`config.mk`:
```
export PLATFORM = sky130hd
export DESIGN_NAME = sensor_data_framer
export DESIGN_NICKNAME = d
export VERILOG_FILES = /design/src/design/sdf_pkg.sv /design/src/design/sensor_data_framer.sv /design/src/design/sdf_front.sv /design/src/design/sdf_queue.sv /design/src/design/sdf_back.sv
export SDC_FILE = /design/constraint.sdc
export NUM_CORES = 1
export LEC_CHECK = 0
export BUFFER_PORTS_ARGS = -buffer_cell sky130_fd_sc_hd__buf_2
export CORE_MARGIN = 4
export CORE_UTILIZATION = 30
export CTS_BUF_LIST = sky130_fd_sc_hd__clkbuf_4
export CTS_CLUSTER_SIZE = 40
export DETAILED_ROUTE_END_ITERATION = 6
export PLACE_DENSITY = 0.5
export SYNTH_ARGS = -nofsm -noshare
export SYNTH_HDL_FRONTEND = slang
export SYNTH_SLANG_ARGS = --single-unit
```
`constraint.sdc`:
```
create_clock -name clk -period 19.2 [get_ports clk]
set_input_delay 3.84 -clock clk [delete_from_list [all_inputs] [get_ports clk]]
set_output_delay 3.84 -clock clk [all_outputs]
set_load 0.02 [all_outputs]
```
`src/design/sdf_pkg.sv`:
```
`default_nettype none
// ----------------------------------------------------------------------------
// sdf_pkg
// Shared types and constants of the sensor data framer.
// ----------------------------------------------------------------------------
package sdf_pkg;

	localparam int unsigned FRAME_LEN   = 43;
	localparam int unsigned NUM_CH      = 8;
	localparam int unsigned QUEUE_DEPTH = 2;

	localparam logic [7:0] HDR0      = 8'hAA;
	localparam logic [7:0] HDR1      = 8'h55;
	localparam logic [7:0] LEN_BYTE  = 8'd41;
	localparam logic [7:0] TYPE_DATA = 8'h01;

	localparam int unsigned IDX_W = $clog2(FRAME_LEN);
	localparam logic [IDX_W-1:0] LAST_IDX = IDX_W'(FRAME_LEN - 1);

	// One frame worth of payload, checksum already computed.
	typedef struct packed {
		logic [7:0]                chk;
		logic [NUM_CH-1:0][31:0]   pres;
		logic [15:0]               angle;
		logic [31:0]               seq;
	} frame_t;

endpackage : sdf_pkg
`default_nettype wire

```
`src/design/sensor_data_framer.sv`:
```
`default_nettype none
// ----------------------------------------------------------------------------
// sensor_data_framer
// Packs one sample set into a 43-byte frame and sends it one byte a transaction.
// The first byte of a frame passes through the queue, the frame record and the output register.
// The serializer sends one output byte per cycle while a frame is queued and out_ready holds.
// The front queue holds QUEUE_DEPTH frames, so input is taken while a frame sends.
// Reset: asynchronous, clears sequence number, queue and output valid.
// ----------------------------------------------------------------------------
module sensor_data_framer #(
	parameter int unsigned QUEUE_DEPTH = sdf_pkg::QUEUE_DEPTH
) (
	input  wire logic                clk,
	input  wire logic                arst_n,
	input  wire logic                in_valid,
	output logic                     in_ready,
	input  wire logic [15:0]         angle,
	input  wire logic signed [31:0]  s1_ch0,
	input  wire logic signed [31:0]  s1_ch1,
	input  wire logic signed [31:0]  s1_ch2,
	input  wire logic signed [31:0]  s1_ch3,
	input  wire logic signed [31:0]  s2_ch0,
	input  wire logic signed [31:0]  s2_ch1,
	input  wire logic signed [31:0]  s2_ch2,
	input  wire logic signed [31:0]  s2_ch3,
	output logic                     out_valid,
	input  wire logic                out_ready,
	output logic [7:0]               out_byte,
	output logic                     last
);
	import sdf_pkg::*;

	logic   push;
	frame_t push_data;
	logic   q_full;
	logic   pop;
	logic   q_not_empty;
	frame_t q_head;

	sdf_front u_front (
		.clk       (clk),
		.arst_n    (arst_n),
		.in_valid  (in_valid),
		.in_ready  (in_ready),
		.angle     (angle),
		.s1_ch0    (s1_ch0),
		.s1_ch1    (s1_ch1),
		.s1_ch2    (s1_ch2),
		.s1_ch3    (s1_ch3),
		.s2_ch0    (s2_ch0),
		.s2_ch1    (s2_ch1),
		.s2_ch2    (s2_ch2),
		.s2_ch3    (s2_ch3),
		.q_full    (q_full),
		.push      (push),
		.push_data (push_data)
	);

	sdf_queue #(
		.DEPTH (QUEUE_DEPTH)
	) u_queue (
		.clk       (clk),
		.arst_n    (arst_n),
		.push      (push),
		.push_data (push_data),
		.full      (q_full),
		.pop       (pop),
		.not_empty (q_not_empty),
		.head      (q_head)
	);

	sdf_back u_back (
		.clk         (clk),
		.arst_n      (arst_n),
		.q_not_empty (q_not_empty),
		.q_head      (q_head),
		.pop         (pop),
		.out_valid   (out_valid),
		.out_ready   (out_ready),
		.out_byte    (out_byte),
		.last        (last)
	);

endmodule : sensor_data_framer
`default_nettype wire

```
`src/design/sdf_front.sv`:
```
`default_nettype none
// ----------------------------------------------------------------------------
// sdf_front
// Accepts sample sets, stamps the sequence number and computes the checksum.
// ----------------------------------------------------------------------------
module sdf_front (
	input  wire logic                clk,
	input  wire logic                arst_n,
	input  wire logic                in_valid,
	output logic                     in_ready,
	input  wire logic [15:0]         angle,
	input  wire logic signed [31:0]  s1_ch0,
	input  wire logic signed [31:0]  s1_ch1,
	input  wire logic signed [31:0]  s1_ch2,
	input  wire logic signed [31:0]  s1_ch3,
	input  wire logic signed [31:0]  s2_ch0,
	input  wire logic signed [31:0]  s2_ch1,
	input  wire logic signed [31:0]  s2_ch2,
	input  wire logic signed [31:0]  s2_ch3,
	input  wire logic                q_full,
	output logic                     push,
	output sdf_pkg::frame_t          push_data
);
	import sdf_pkg::*;

	logic [31:0] seq_q;
	logic [31:0] word_x;

	assign in_ready = !q_full;
	assign push     = in_valid && in_ready;

	assign word_x = seq_q
		^ 32'(s1_ch0) ^ 32'(s1_ch1) ^ 32'(s1_ch2) ^ 32'(s1_ch3)
		^ 32'(s2_ch0) ^ 32'(s2_ch1) ^ 32'(s2_ch2) ^ 32'(s2_ch3);

	always_comb begin
		push_data.seq   = seq_q;
		push_data.angle = angle;
		push_data.pres  = {32'(s2_ch3), 32'(s2_ch2), 32'(s2_ch1), 32'(s2_ch0),
		                   32'(s1_ch3), 32'(s1_ch2), 32'(s1_ch1), 32'(s1_ch0)};
		push_data.chk   = word_x[7:0] ^ word_x[15:8] ^ word_x[23:16] ^ word_x[31:24]
			^ angle[7:0] ^ angle[15:8] ^ LEN_BYTE ^ TYPE_DATA;
	end

	// Advance the sequence number once per accepted transaction.
	always_ff @(posedge clk or negedge arst_n) begin
		if (!arst_n) begin
			seq_q <= '0;
		end else if (push) begin
			seq_q <= seq_q + 32'd1;
		end
	end

endmodule : sdf_front
`default_nettype wire

```
`src/design/sdf_queue.sv`:
```
`default_nettype none
// ----------------------------------------------------------------------------
// sdf_queue
// Short frame queue between the front and the serializer (depth >= 2).
// ----------------------------------------------------------------------------
module sdf_queue #(
	parameter int unsigned DEPTH = sdf_pkg::QUEUE_DEPTH
) (
	input  wire logic             clk,
	input  wire logic             arst_n,
	input  wire logic             push,
	input  wire sdf_pkg::frame_t  push_data,
	output logic                  full,
	input  wire logic             pop,
	output logic                  not_empty,
	output sdf_pkg::frame_t       head
);
	import sdf_pkg::*;

	localparam int unsigned PTR_W = $clog2(DEPTH);
	localparam int unsigned CNT_W = $clog2(DEPTH + 1);
	localparam logic [PTR_W-1:0] PTR_LAST = PTR_W'(DEPTH - 1);
	localparam logic [CNT_W-1:0] CNT_FULL = CNT_W'(DEPTH);

	frame_t           mem [DEPTH];
	logic [PTR_W-1:0] wr_ptr_q;
	logic [PTR_W-1:0] rd_ptr_q;
	logic [CNT_W-1:0] count_q;

	assign full      = (count_q == CNT_FULL);
	assign not_empty = (count_q != '0);
	assign head      = mem[rd_ptr_q];

	always_ff @(posedge clk) begin
		if (push) begin
			mem[wr_ptr_q] <= push_data;
		end
	end

	always_ff @(posedge clk or negedge arst_n) begin
		if (!arst_n) begin
			wr_ptr_q <= '0;
			rd_ptr_q <= '0;
			count_q  <= '0;
		end else begin
			if (push) begin
				wr_ptr_q <= (wr_ptr_q == PTR_LAST) ? '0 : wr_ptr_q + PTR_W'(1);
			end
			if (pop) begin
				rd_ptr_q <= (rd_ptr_q == PTR_LAST) ? '0 : rd_ptr_q + PTR_W'(1);
			end
			if (push && !pop) begin
				count_q <= count_q + CNT_W'(1);
			end else if (pop && !push) begin
				count_q <= count_q - CNT_W'(1);
			end
		end
	end

endmodule : sdf_queue
`default_nettype wire

```
`src/design/sdf_back.sv`:
```
`default_nettype none
// ----------------------------------------------------------------------------
// sdf_back
// Serializes one frame record into 43 bytes behind an output register.
// ----------------------------------------------------------------------------
module sdf_back (
	input  wire logic             clk,
	input  wire logic             arst_n,
	input  wire logic             q_not_empty,
	input  wire sdf_pkg::frame_t  q_head,
	output logic                  pop,
	output logic                  out_valid,
	input  wire logic             out_ready,
	output logic [7:0]            out_byte,
	output logic                  last
);
	import sdf_pkg::*;

	frame_t                     rec_q;
	logic                       active_q;
	logic [IDX_W-1:0]           idx_q;
	logic                       out_valid_q;
	logic [7:0]                 out_byte_q;
	logic                       last_q;
	logic                       adv;
	logic                       at_end;
	logic [FRAME_LEN*8-1:0]     frame_bits;
	logic [7:0]                 cur_byte;

	// Little-endian fields fall into byte order by plain concatenation.
	assign frame_bits = {rec_q.chk, rec_q.pres, rec_q.angle, rec_q.seq,
	                     TYPE_DATA, LEN_BYTE, HDR1, HDR0};
	assign cur_byte   = frame_bits[{idx_q, 3'b000} +: 8];

	assign adv    = !out_valid_q || out_ready;
	assign at_end = (idx_q == LAST_IDX);
	assign pop    = q_not_empty && (!active_q || (adv && at_end));

	assign out_valid = out_valid_q;
	assign out_byte  = out_byte_q;
	assign last      = last_q;

	always_ff @(posedge clk) begin
		if (pop) begin
			rec_q <= q_head;
		end
		if (adv && active_q) begin
			out_byte_q <= cur_byte;
			last_q     <= at_end;
		end
	end

	always_ff @(posedge clk or negedge arst_n) begin
		if (!arst_n) begin
			active_q    <= 1'b0;
			idx_q       <= '0;
			out_valid_q <= 1'b0;
		end else begin
			if (adv) begin
				out_valid_q <= active_q;
			end
			if (pop) begin
				active_q <= 1'b1;
				idx_q    <= '0;
			end else if (adv && active_q) begin
				if (at_end) begin
					active_q <= 1'b0;
				end else begin
					idx_q <= idx_q + IDX_W'(1);
				end
			end
		end
	end

endmodule : sdf_back
`default_nettype wire

```
**Word level (Yosys, flattened, before mapping)**

Memory sizes are Yosys's and may differ from the RTL's. A register that Yosys moved wholly into a read port is not among the register bits.
Index checks and enable logic that the tools add are counted.

- Input bits: 276
- Memory bits (writable): 624
- Logic and storage cells: 66
- Output and inout bits: 11
- Register bits: 53
- Memories: 1

Memory list:

| memory | depth | width | rd ports | clocked after Yosys merged registers in | wr ports | line | RTL |
|---|---|---|---|---|---|---|---|
| u_queue.mem | 2 | 312 | 1 | 1 | 1 | sdf_queue.sv:25 | `frame_t mem [DEPTH];` |

- $add $sub $neg: 6
- Shifts and indexed selects: 1
- Equal/unequal tests: 3
- Reduce and logical (&&, ||, !) cells: 19
- Mux-type cells: 12
- Bitwise gates (word level): 15

Operator list:

| cell | count |
|---|---|
| $shiftx A344 B10 Y8 | 1 |
| $xor A32 B32 Y32 | 8 |
| $xor A8 B8 Y8 | 5 |
| $add A32 B1 Y32 const B | 1 |
| $mux W6 | 3 |
| $reduce_bool A2 Y1 | 4 |
| $mux W1 | 7 |
| $add A6 B1 Y6 const B | 1 |
| $eq A6 B6 Y1 const B | 1 |
| $logic_and A1 B1 Y1 | 6 |
| $logic_not A1 Y1 | 5 |
| $mux W2 | 2 |
| $reduce_and A2 Y1 | 2 |
| $not A3 Y3 | 1 |
| $add A1 B1 Y1 const B | 2 |
| $add A2 B1 Y2 const B | 1 |
| $eq A2 B2 Y1 const B | 1 |
| $logic_or A1 B1 Y1 | 2 |
| $ne A2 B2 Y1 const B | 1 |
| $sub A2 B1 Y2 const B | 1 |
| $not A1 Y1 | 1 |

**Logic depth before layout (Yosys ltp)**

Gate-level depths: netlist of run 1.

- Depth in word-level cells: 15
- Mapped depth: 12

**Cells and area by module**

From an unflattened synthesis of run 1, not the netlist that was laid out.

- Cells, all modules: 2296
- Area total of the unflattened synthesis: 42766.0 um^2

Modules (own cells, without submodules):

| module | cells each | seq. area each (um^2) | times used | area an instance (um^2) |
|---|---|---|---|---|
| sdf_queue | 987 | 18838.1 | 1 | 23822.8 |
| sdf_back | 618 | 9839.4 | 1 | 12774.8 |
| sdf_front | 691 | 800.8 | 1 | 6168.4 |

**Least setup slack after synthesis of run 1**

Ideal clock, no wire load.

- Kind: input to register
- Start: input port in_valid
- End: memory u_queue.mem[0][0] in the netlist's numbering (enable)
- Required time: 18207 ps
- Buffers on the path: 0
- Slack: 1323 ps
- Stages on the path: 2
- Arrival time: 16884 ps
- Cell sequence: nand2_1 -> nor2_1

- Word-level cells in the longest chain between the ends: 3

Ends and longest elaborated chain:

| what | line | RTL |
|---|---|---|
| start, declared | sensor_data_framer.sv:15 | `input wire logic in_valid,` |
| $logic_and A1 B1 Y1 | sdf_front.sv:30 | `assign push = in_valid && in_ready;` |
| $mux W1 | sdf_queue.sv:35 | `if (push) begin` |
| $mux W1 (implied by the code) | sdf_queue.sv:36 | `mem[wr_ptr_q] <= push_data;` |
| end, declared | sdf_queue.sv:25 |  |

Every way passes these cells.

**Final worst setup path of run 1**

- Start: input port out_ready
- End: register, netlist name u_back.frame_bits[170]

- Word-level cells in the longest chain between the ends: 4

Ends and longest elaborated chain:

| what | line | RTL |
|---|---|---|
| start, declared | sensor_data_framer.sv:27 | `input wire logic out_ready,` |
| $logic_or A1 B1 Y1 | sdf_back.sv:35 | `assign adv = !out_valid_q \|\| out_ready;` |
| $logic_and A1 B1 Y1 | sdf_back.sv:37 | `assign pop = q_not_empty && (!active_q \|\| (adv && at_end));` |
| $logic_or A1 B1 Y1 | sdf_back.sv:37 |  |
| $logic_and A1 B1 Y1 | sdf_back.sv:37 |  |
| net pop | sensor_data_framer.sv:36 | `logic pop;` |

The timed path passes the listed nets, and every way through them passes these cells.
A chain may end at the register's enable or synchronous reset.

==> run metrics, run 1 <==
FF-to-FF End=u_back.frame_bits[170]; required time of the critical path=19.92 ns; Port Buffer Count=286; max incr delay on CP=0.75 ns; reg-to-reg slack, setup=13.95 ns; most frequent cells in the layout=945 x edfxtp_1, 426 x clkbuf_4, 321 x mux2_2, 286 x buf_2, 270 x xnor2_1; clock period minus worst slack=6.74 ns; largest net degree at the start of global routing=164; count of routing violations after the opening detailed-route iteration=1610; Max clock buf depth=4; Critical Path End=u_back.frame_bits[170]; DR DRC count=0; Hold Path Class=flip-flop to flip-flop; r2r worst-path depth=9; Worst-path clk slew=0.06 ns; Post-CTS Setup Repair Bufs=0; leading cell type in the layout, fill and taps excluded=edfxtp_1; fmax=148 MHz; YS warnings=0; Max-Cap Viols=0; Most used DFF post-synth=edfxtp_1; clock skew=0.0988 ns; Post-DP HPWL=72.8 mm; final hold violation count=0; Final period util=35.1%; clk root buf=clkbuf_4; Startpoint Class=primary input; core area=0.130 mm²; num rows=132; Die X=370 µm; DRT Wirelength=108 mm; fillers=12400; hold buffers post-CTS=0; met1 WL=43.8 mm; crit-path cells=buf_2 -> nand2b_1 -> inv_1 -> o21a_1 -> nor2_4 -> buf_4 -> buf_4 -> buf_4 -> buf_12; vias per cell=4.51; highest routed layer=met5; peak supply drop=102 µV; CTS resizes=0; vias in the first global route=21600; io pins=287; Detail Route Antenna Nets=0; TritonCTS clock tree=done; critical path peak fanout=158; critical path's slowest cell=buf_4; Syn Std Cell Area=0.0393 mm²; transition time of the tightest slew-check pin=1.14 ns; synthesized instance count=1984; Post-DP Area=0.0429 mm²; Power Density=139 mW/mm²; metal2 WL=52.1 mm; RSZ-0062 raised after global routing=no; CTS Sinks=989; H-tree levels=5; Worst Path Class, Setup=primary input to flip-flop; Placement Setup Slack=11.26 ns; multi-input logic area=0.00950 mm²; Max-slew headroom=23.8%; synth unique cells=37; Die ar.=0.137 mm²; DR pass1 iterations=5; sequential share of the synthesized area=75.1%; post-route cell area=0.0464 mm²; Post-synth EDFFs=945; P_leak=0.0159 µW; DR WL met3=8.12 mm; Slew Limit Fails=0; initial antenna violation count=54; TNS Setup=0 ns; vias=20100; GRT Util Overall=15.6%; reg2reg start=u_back.idx_q[1]; #FFs+latches synth=989; Async SR Flop Fraction=4.45%; Final WS setup=12.46 ns; initial core utilization=30.3%; DP Cell Count=3970; GP Congestion=0.831; crit path from=out_ready; Worst Path Arrival=7.45 ns; Worst-Skew Late Latency=1.15 ns; Overflow after GRT=0; wire per inst=24.1 µm; final setup violation count=0; layout cells sized above 1=42.9%; Top cell by count, worst path=buf_4; non-filler cells, final=4471; area grow syn2layout=18.1%; fin nets=2801; synthesized area per cell=19.8 µm²; CP Capture Type=flip-flop; first-pass GRT wire length=152 mm; Net Count, Synth=2267; status=completed; Reg area=0.0295 mm²; Die Height=370 µm; Num CTS Buffers=288
## worst min path at each step
stage | slack [ns] | cells after the start | end | startpoint
floorplan | 0.44 | 0 | u_queue.mem[0][9] | u_front.seq_q[9]
global placement | 0.48 | 1 | u_queue.count_q[1] | u_queue.count_q[1]
detailed placement | 0.50 | 1 | u_queue.count_q[1] | u_queue.count_q[1]
CTS | 0.46 | 1 | u_back.frame_bits[147] | u_queue.mem[0][115]
global route | 0.45 | 1 | u_back.frame_bits[147] | u_queue.mem[0][115]
finish | 0.47 | 1 | u_back.frame_bits[147] | u_queue.mem[0][115]
## kinds of logic (layout without fill, tap and decap cells)
kind of cell / count (synthesis) / in the layout / synth area share [%]
XOR/XNOR: 329 / 329 / 7.62
adder cells (fa/ha/maj): 7 / 7 / 0.223
flip-flops: 989 / 989 / 75.1
AO/OA/AOI/OAI: 51 / 51 / 0.847
AND/OR/NAND/NOR: 127 / 127 / 1.60
buffers and inverters: 75 / 799 / 0.803
multiplexers: 406 / 406 / 13.9
other: 0 / 21 / 0
## state kept, by name, indices dropped and copies added (netlist names)
register	count
u_queue.mem	624
u_front.seq_q	32
u_queue.wr_ptr_q	1
u_queue.count_q	2
u_back.out_valid	1
u_back.last	1
u_back.active_q	1
u_queue.rd_ptr_q	1
u_back.out_byte	8
u_back.frame_bits	312
u_back.idx_q	6
## routing by layer
layer / vias to the layer above / global-route usage [%]
met2: 699 / 25.5
li1: 8942 / -
met5: - / 0
met1: 10200 / 19.5
met3: 245 / 4.72
met4: 16 / 6.19
## where the power goes
group / leakage [µW] / switching (µW) / internal (µW)
logic: 0.00454 / 929 / 637
clock network: 0.00210 / 855 / 1030
registers: 0.00929 / 138 / 2870
total: 0.0159 / 1920 / 4540
## Yosys cell counts (all sizes together), types with 2 or more instances
cell	count	area [µm²]
nand2b	5	31.3
nand3	16	80.1
nor2b	4	25.0
xnor2	270	2360
a22oi	22	165
and3	7	43.8
ha	7	87.6
o21ai	3	15.0
mux4	78	1760
clkbuf	48	180
inv	8	30.0
xor2	51	447
edfxtp	945	28400
nand2	50	188
and4	2	17.5
o211ai	8	60.1
and2	3	18.8
nor3	5	40.0
a21oi	17	85.1
nand4	5	31.3
dfrtp	44	1100
mux2	321	3610
nor2	25	96.4
xnor3	8	180
nor4	2	33.8
buf	18	101
mux2i	7	70.1
## metrics by stage
step           util, %  power (µW)  hold slack, ns
2_1_floorplan        -        4150           0.437
3_3_place_gp      33.0        4620           0.484
3_5_place_dp      33.0        4640           0.495
4_1_cts           35.7        6580           0.460
5_1_grt           35.7        6810           0.454
6_report          35.7        6460           0.473
## cell type report
| cell class | count | share of cell area, % |
|---|---|---|
| inverters | 9 | 0.0728 |
| flip-flops and latches | 989 | 63.6 |
| clock buffers | 426 | 6.89 |
| clock inverters | 54 | 0.580 |
| diodes | 21 | 0.113 |
| well taps | 1742 | 4.70 |
| repair buffers | 310 | 3.61 |
| multi-input cells | 920 | 20.5 |
## critical path: cells and delay by family
family,cells,cell delay (ns)
AO/OA/AOI/OAI,1,0.20
AND/OR/NAND/NOR,2,0.26
buffers and inverters,6,2.88
Power figures use the tool's default switching activity.
==> inputs of run 2 (changes only) <==
- PLACE_DENSITY: 0.5 -> 0.52
- clock period: 19.2 -> 6 ns (I/O delays scaled with it)
==> run metrics, run 2 (synthesized netlist as in run 1, its figures left out) <==
status=completed; io pins=287 (unchanged); vias in the first global route=21600 (-0.34%); fillers=12400 (-0.16%); first-pass GRT wire length=155 mm (+2.3%); core area=0.130 mm² (unchanged); final hold violation count=0 (unchanged); DR DRC count=0 (unchanged); critical path's slowest cell=nor2b_1; TritonCTS clock tree=done; critical path peak fanout=181 (+15%); Hold Path Class=primary input to async pin; Post-DP HPWL=77.2 mm (+6.1%); clock skew=0.0913 ns (-0.00743 ns); Max-Cap Viols=0 (unchanged); area grow syn2layout=17.8%; Startpoint Class=flip-flop; Post-CTS Setup Repair Bufs=0 (unchanged); crit-path cells=nor2b_1 -> nand3_1 -> o21a_1 -> nor2_4 -> buf_12; non-filler cells, final=4435 (-0.81%); M1 GR Usage=20.4% (+0.90 points); Top reg by flops=u_queue.mem; vias per cell=4.59 (+2.0%); DRT Wirelength=112 mm (+3.7%); Largest register FFs=624 (unchanged); P_leak=0.0158 µW (-0.70%); met2 usage=26.8% (+1.3 points); H-tree levels=5 (unchanged); Max-slew headroom=24.9% (+1.1 points); peak supply drop=289 µV (+180%); hold buffers post-CTS=0 (unchanged); num rows=132 (unchanged); largest net degree at the start of global routing=182 (+11%); required time of the critical path=6.65 ns (-13.27 ns); Detail Route Antenna Nets=0 (unchanged); Final period util=56.9%; cell family with most CP delay=simple AND/OR/NAND/NOR gates; Worst-path clk slew=0.06 ns (about the same); WP buf/inv=1 (-5); fin nets=2788 (-0.46%); Die Height=370 µm (unchanged); Worst-Skew Late Latency=1.13 ns (-0.02 ns); Power Density=442 mW/mm² (+220%); DR pass1 iterations=5 (unchanged); max incr delay on CP=0.79 ns (+0.04 ns); vias=20400 (+1.2%); count of routing violations after the opening detailed-route iteration=1806 (+12%); fmax=293 MHz; initial core utilization=30.3% (unchanged); Num CTS Buffers=278 (-3.5%); DP Cell Count=3967 (-0.076%); Worst Path Class, Setup=flip-flop to flip-flop; hold_ws=0.207 ns (-0.266 ns); CP Capture Type=flip-flop; wire per inst=25.2 µm (+4.6%); CTS resizes=0 (unchanged); Max clock buf depth=4 (unchanged); initial antenna violation count=62 (+15%); CTS Sinks=989 (unchanged); Port Buffer Count=286 (unchanged); final setup violation count=0 (unchanged); Post-DP Area=0.0430 mm² (+0.17%); Die X=370 µm (unchanged); met3 usage in global routing=4.44% (-0.27 points); clock period minus worst slack=3.41 ns; Slew Limit Fails=0 (unchanged); GP Congestion=0.816 (-1.8%); transition time of the tightest slew-check pin=1.13 ns (-0.0136 ns); clk root buf=clkbuf_4; Overflow after GRT=0 (unchanged); GRT Max-Usage Layer=met2; layout cells sized above 1=42.4% (-0.56 points); GRT Util Overall=16.1% (+0.50 points); leading cell type in the layout, fill and taps excluded=edfxtp_1; most frequent cells in the layout=945 x edfxtp_1, 399 x clkbuf_4, 321 x mux2_2, 286 x buf_2, 270 x xnor2_1; RSZ-0062 raised after global routing=no; post-route cell area=0.0463 mm² (-0.25%); Die ar.=0.137 mm² (unchanged); Worst Path Arrival=4.07 ns (-3.38 ns)
run 2: cell type report:
type / count / area (µm²) / area share (%)
Sequential cell: 989 / 29500 / 63.7
Multi-Input combinational cell: 920 / 9520 / 20.6
Clock buffer: 399 / 3000 / 6.47
Tap cell: 1742 / 2180 / 4.71
Timing Repair Buffer: 307 / 1730 / 3.73
Clock inverter: 44 / 275 / 0.595
Antenna cell: 25 / 62.6 / 0.135
Inverter: 9 / 33.8 / 0.0730
run 2: where the power goes:
group / internal [µW] / switching [µW] / total (µW)
clock network: 3190 / 2670 / 5860
logic: 2070 / 2690 / 4770
registers: 9160 / 651 / 9810
run 2: worst reg2reg max path, cell delays in order (launching register included):
cell and delay (ns):
dfrtp_1 0.45, nor2b_1 0.79, nand3_1 0.36, o21a_1 0.31, nor2_4 0.16, buf_12 0.68
run 2: final timing paths:
kind | from | to | slack (ns) | cells past startpoint
worst max register to register | u_back.idx_q[4] | u_back.frame_bits[110] | 2.59 | 5
worst min-delay path | arst_n | u_back.out_valid | 0.21 | 2
max in group asynchronous | arst_n | u_queue.rd_ptr_q | 5.22 | 2
min in group clk | s2_ch1[13] | u_queue.mem[1][221] | 0.26 | 1
worst max-delay path | u_back.idx_q[4] | u_back.frame_bits[110] | 2.59 | 5
worst min register to register | u_queue.mem[0][26] | u_back.frame_bits[58] | 0.49 | 1
run 2: metrics by stage:
step	power, µW	setup slack (ns)	TNS, ns	util (%)
4_1_cts	20800	2.54	0	35.6
6_report	20400	2.59	0	35.7
3_3_place_gp	14700	2.58	0	33.1
3_5_place_dp	14800	2.57	0	33.1
2_1_floorplan	13000	-1.11	-307.98	-
5_1_grt	21500	2.43	0	35.6
run 2: routing by layer:
layer  vias up  wire (µm)
li1       8896          -
met1     10400      45600
met2       857      54500
met3       241       8880
met4         8       2760
met5         -         46
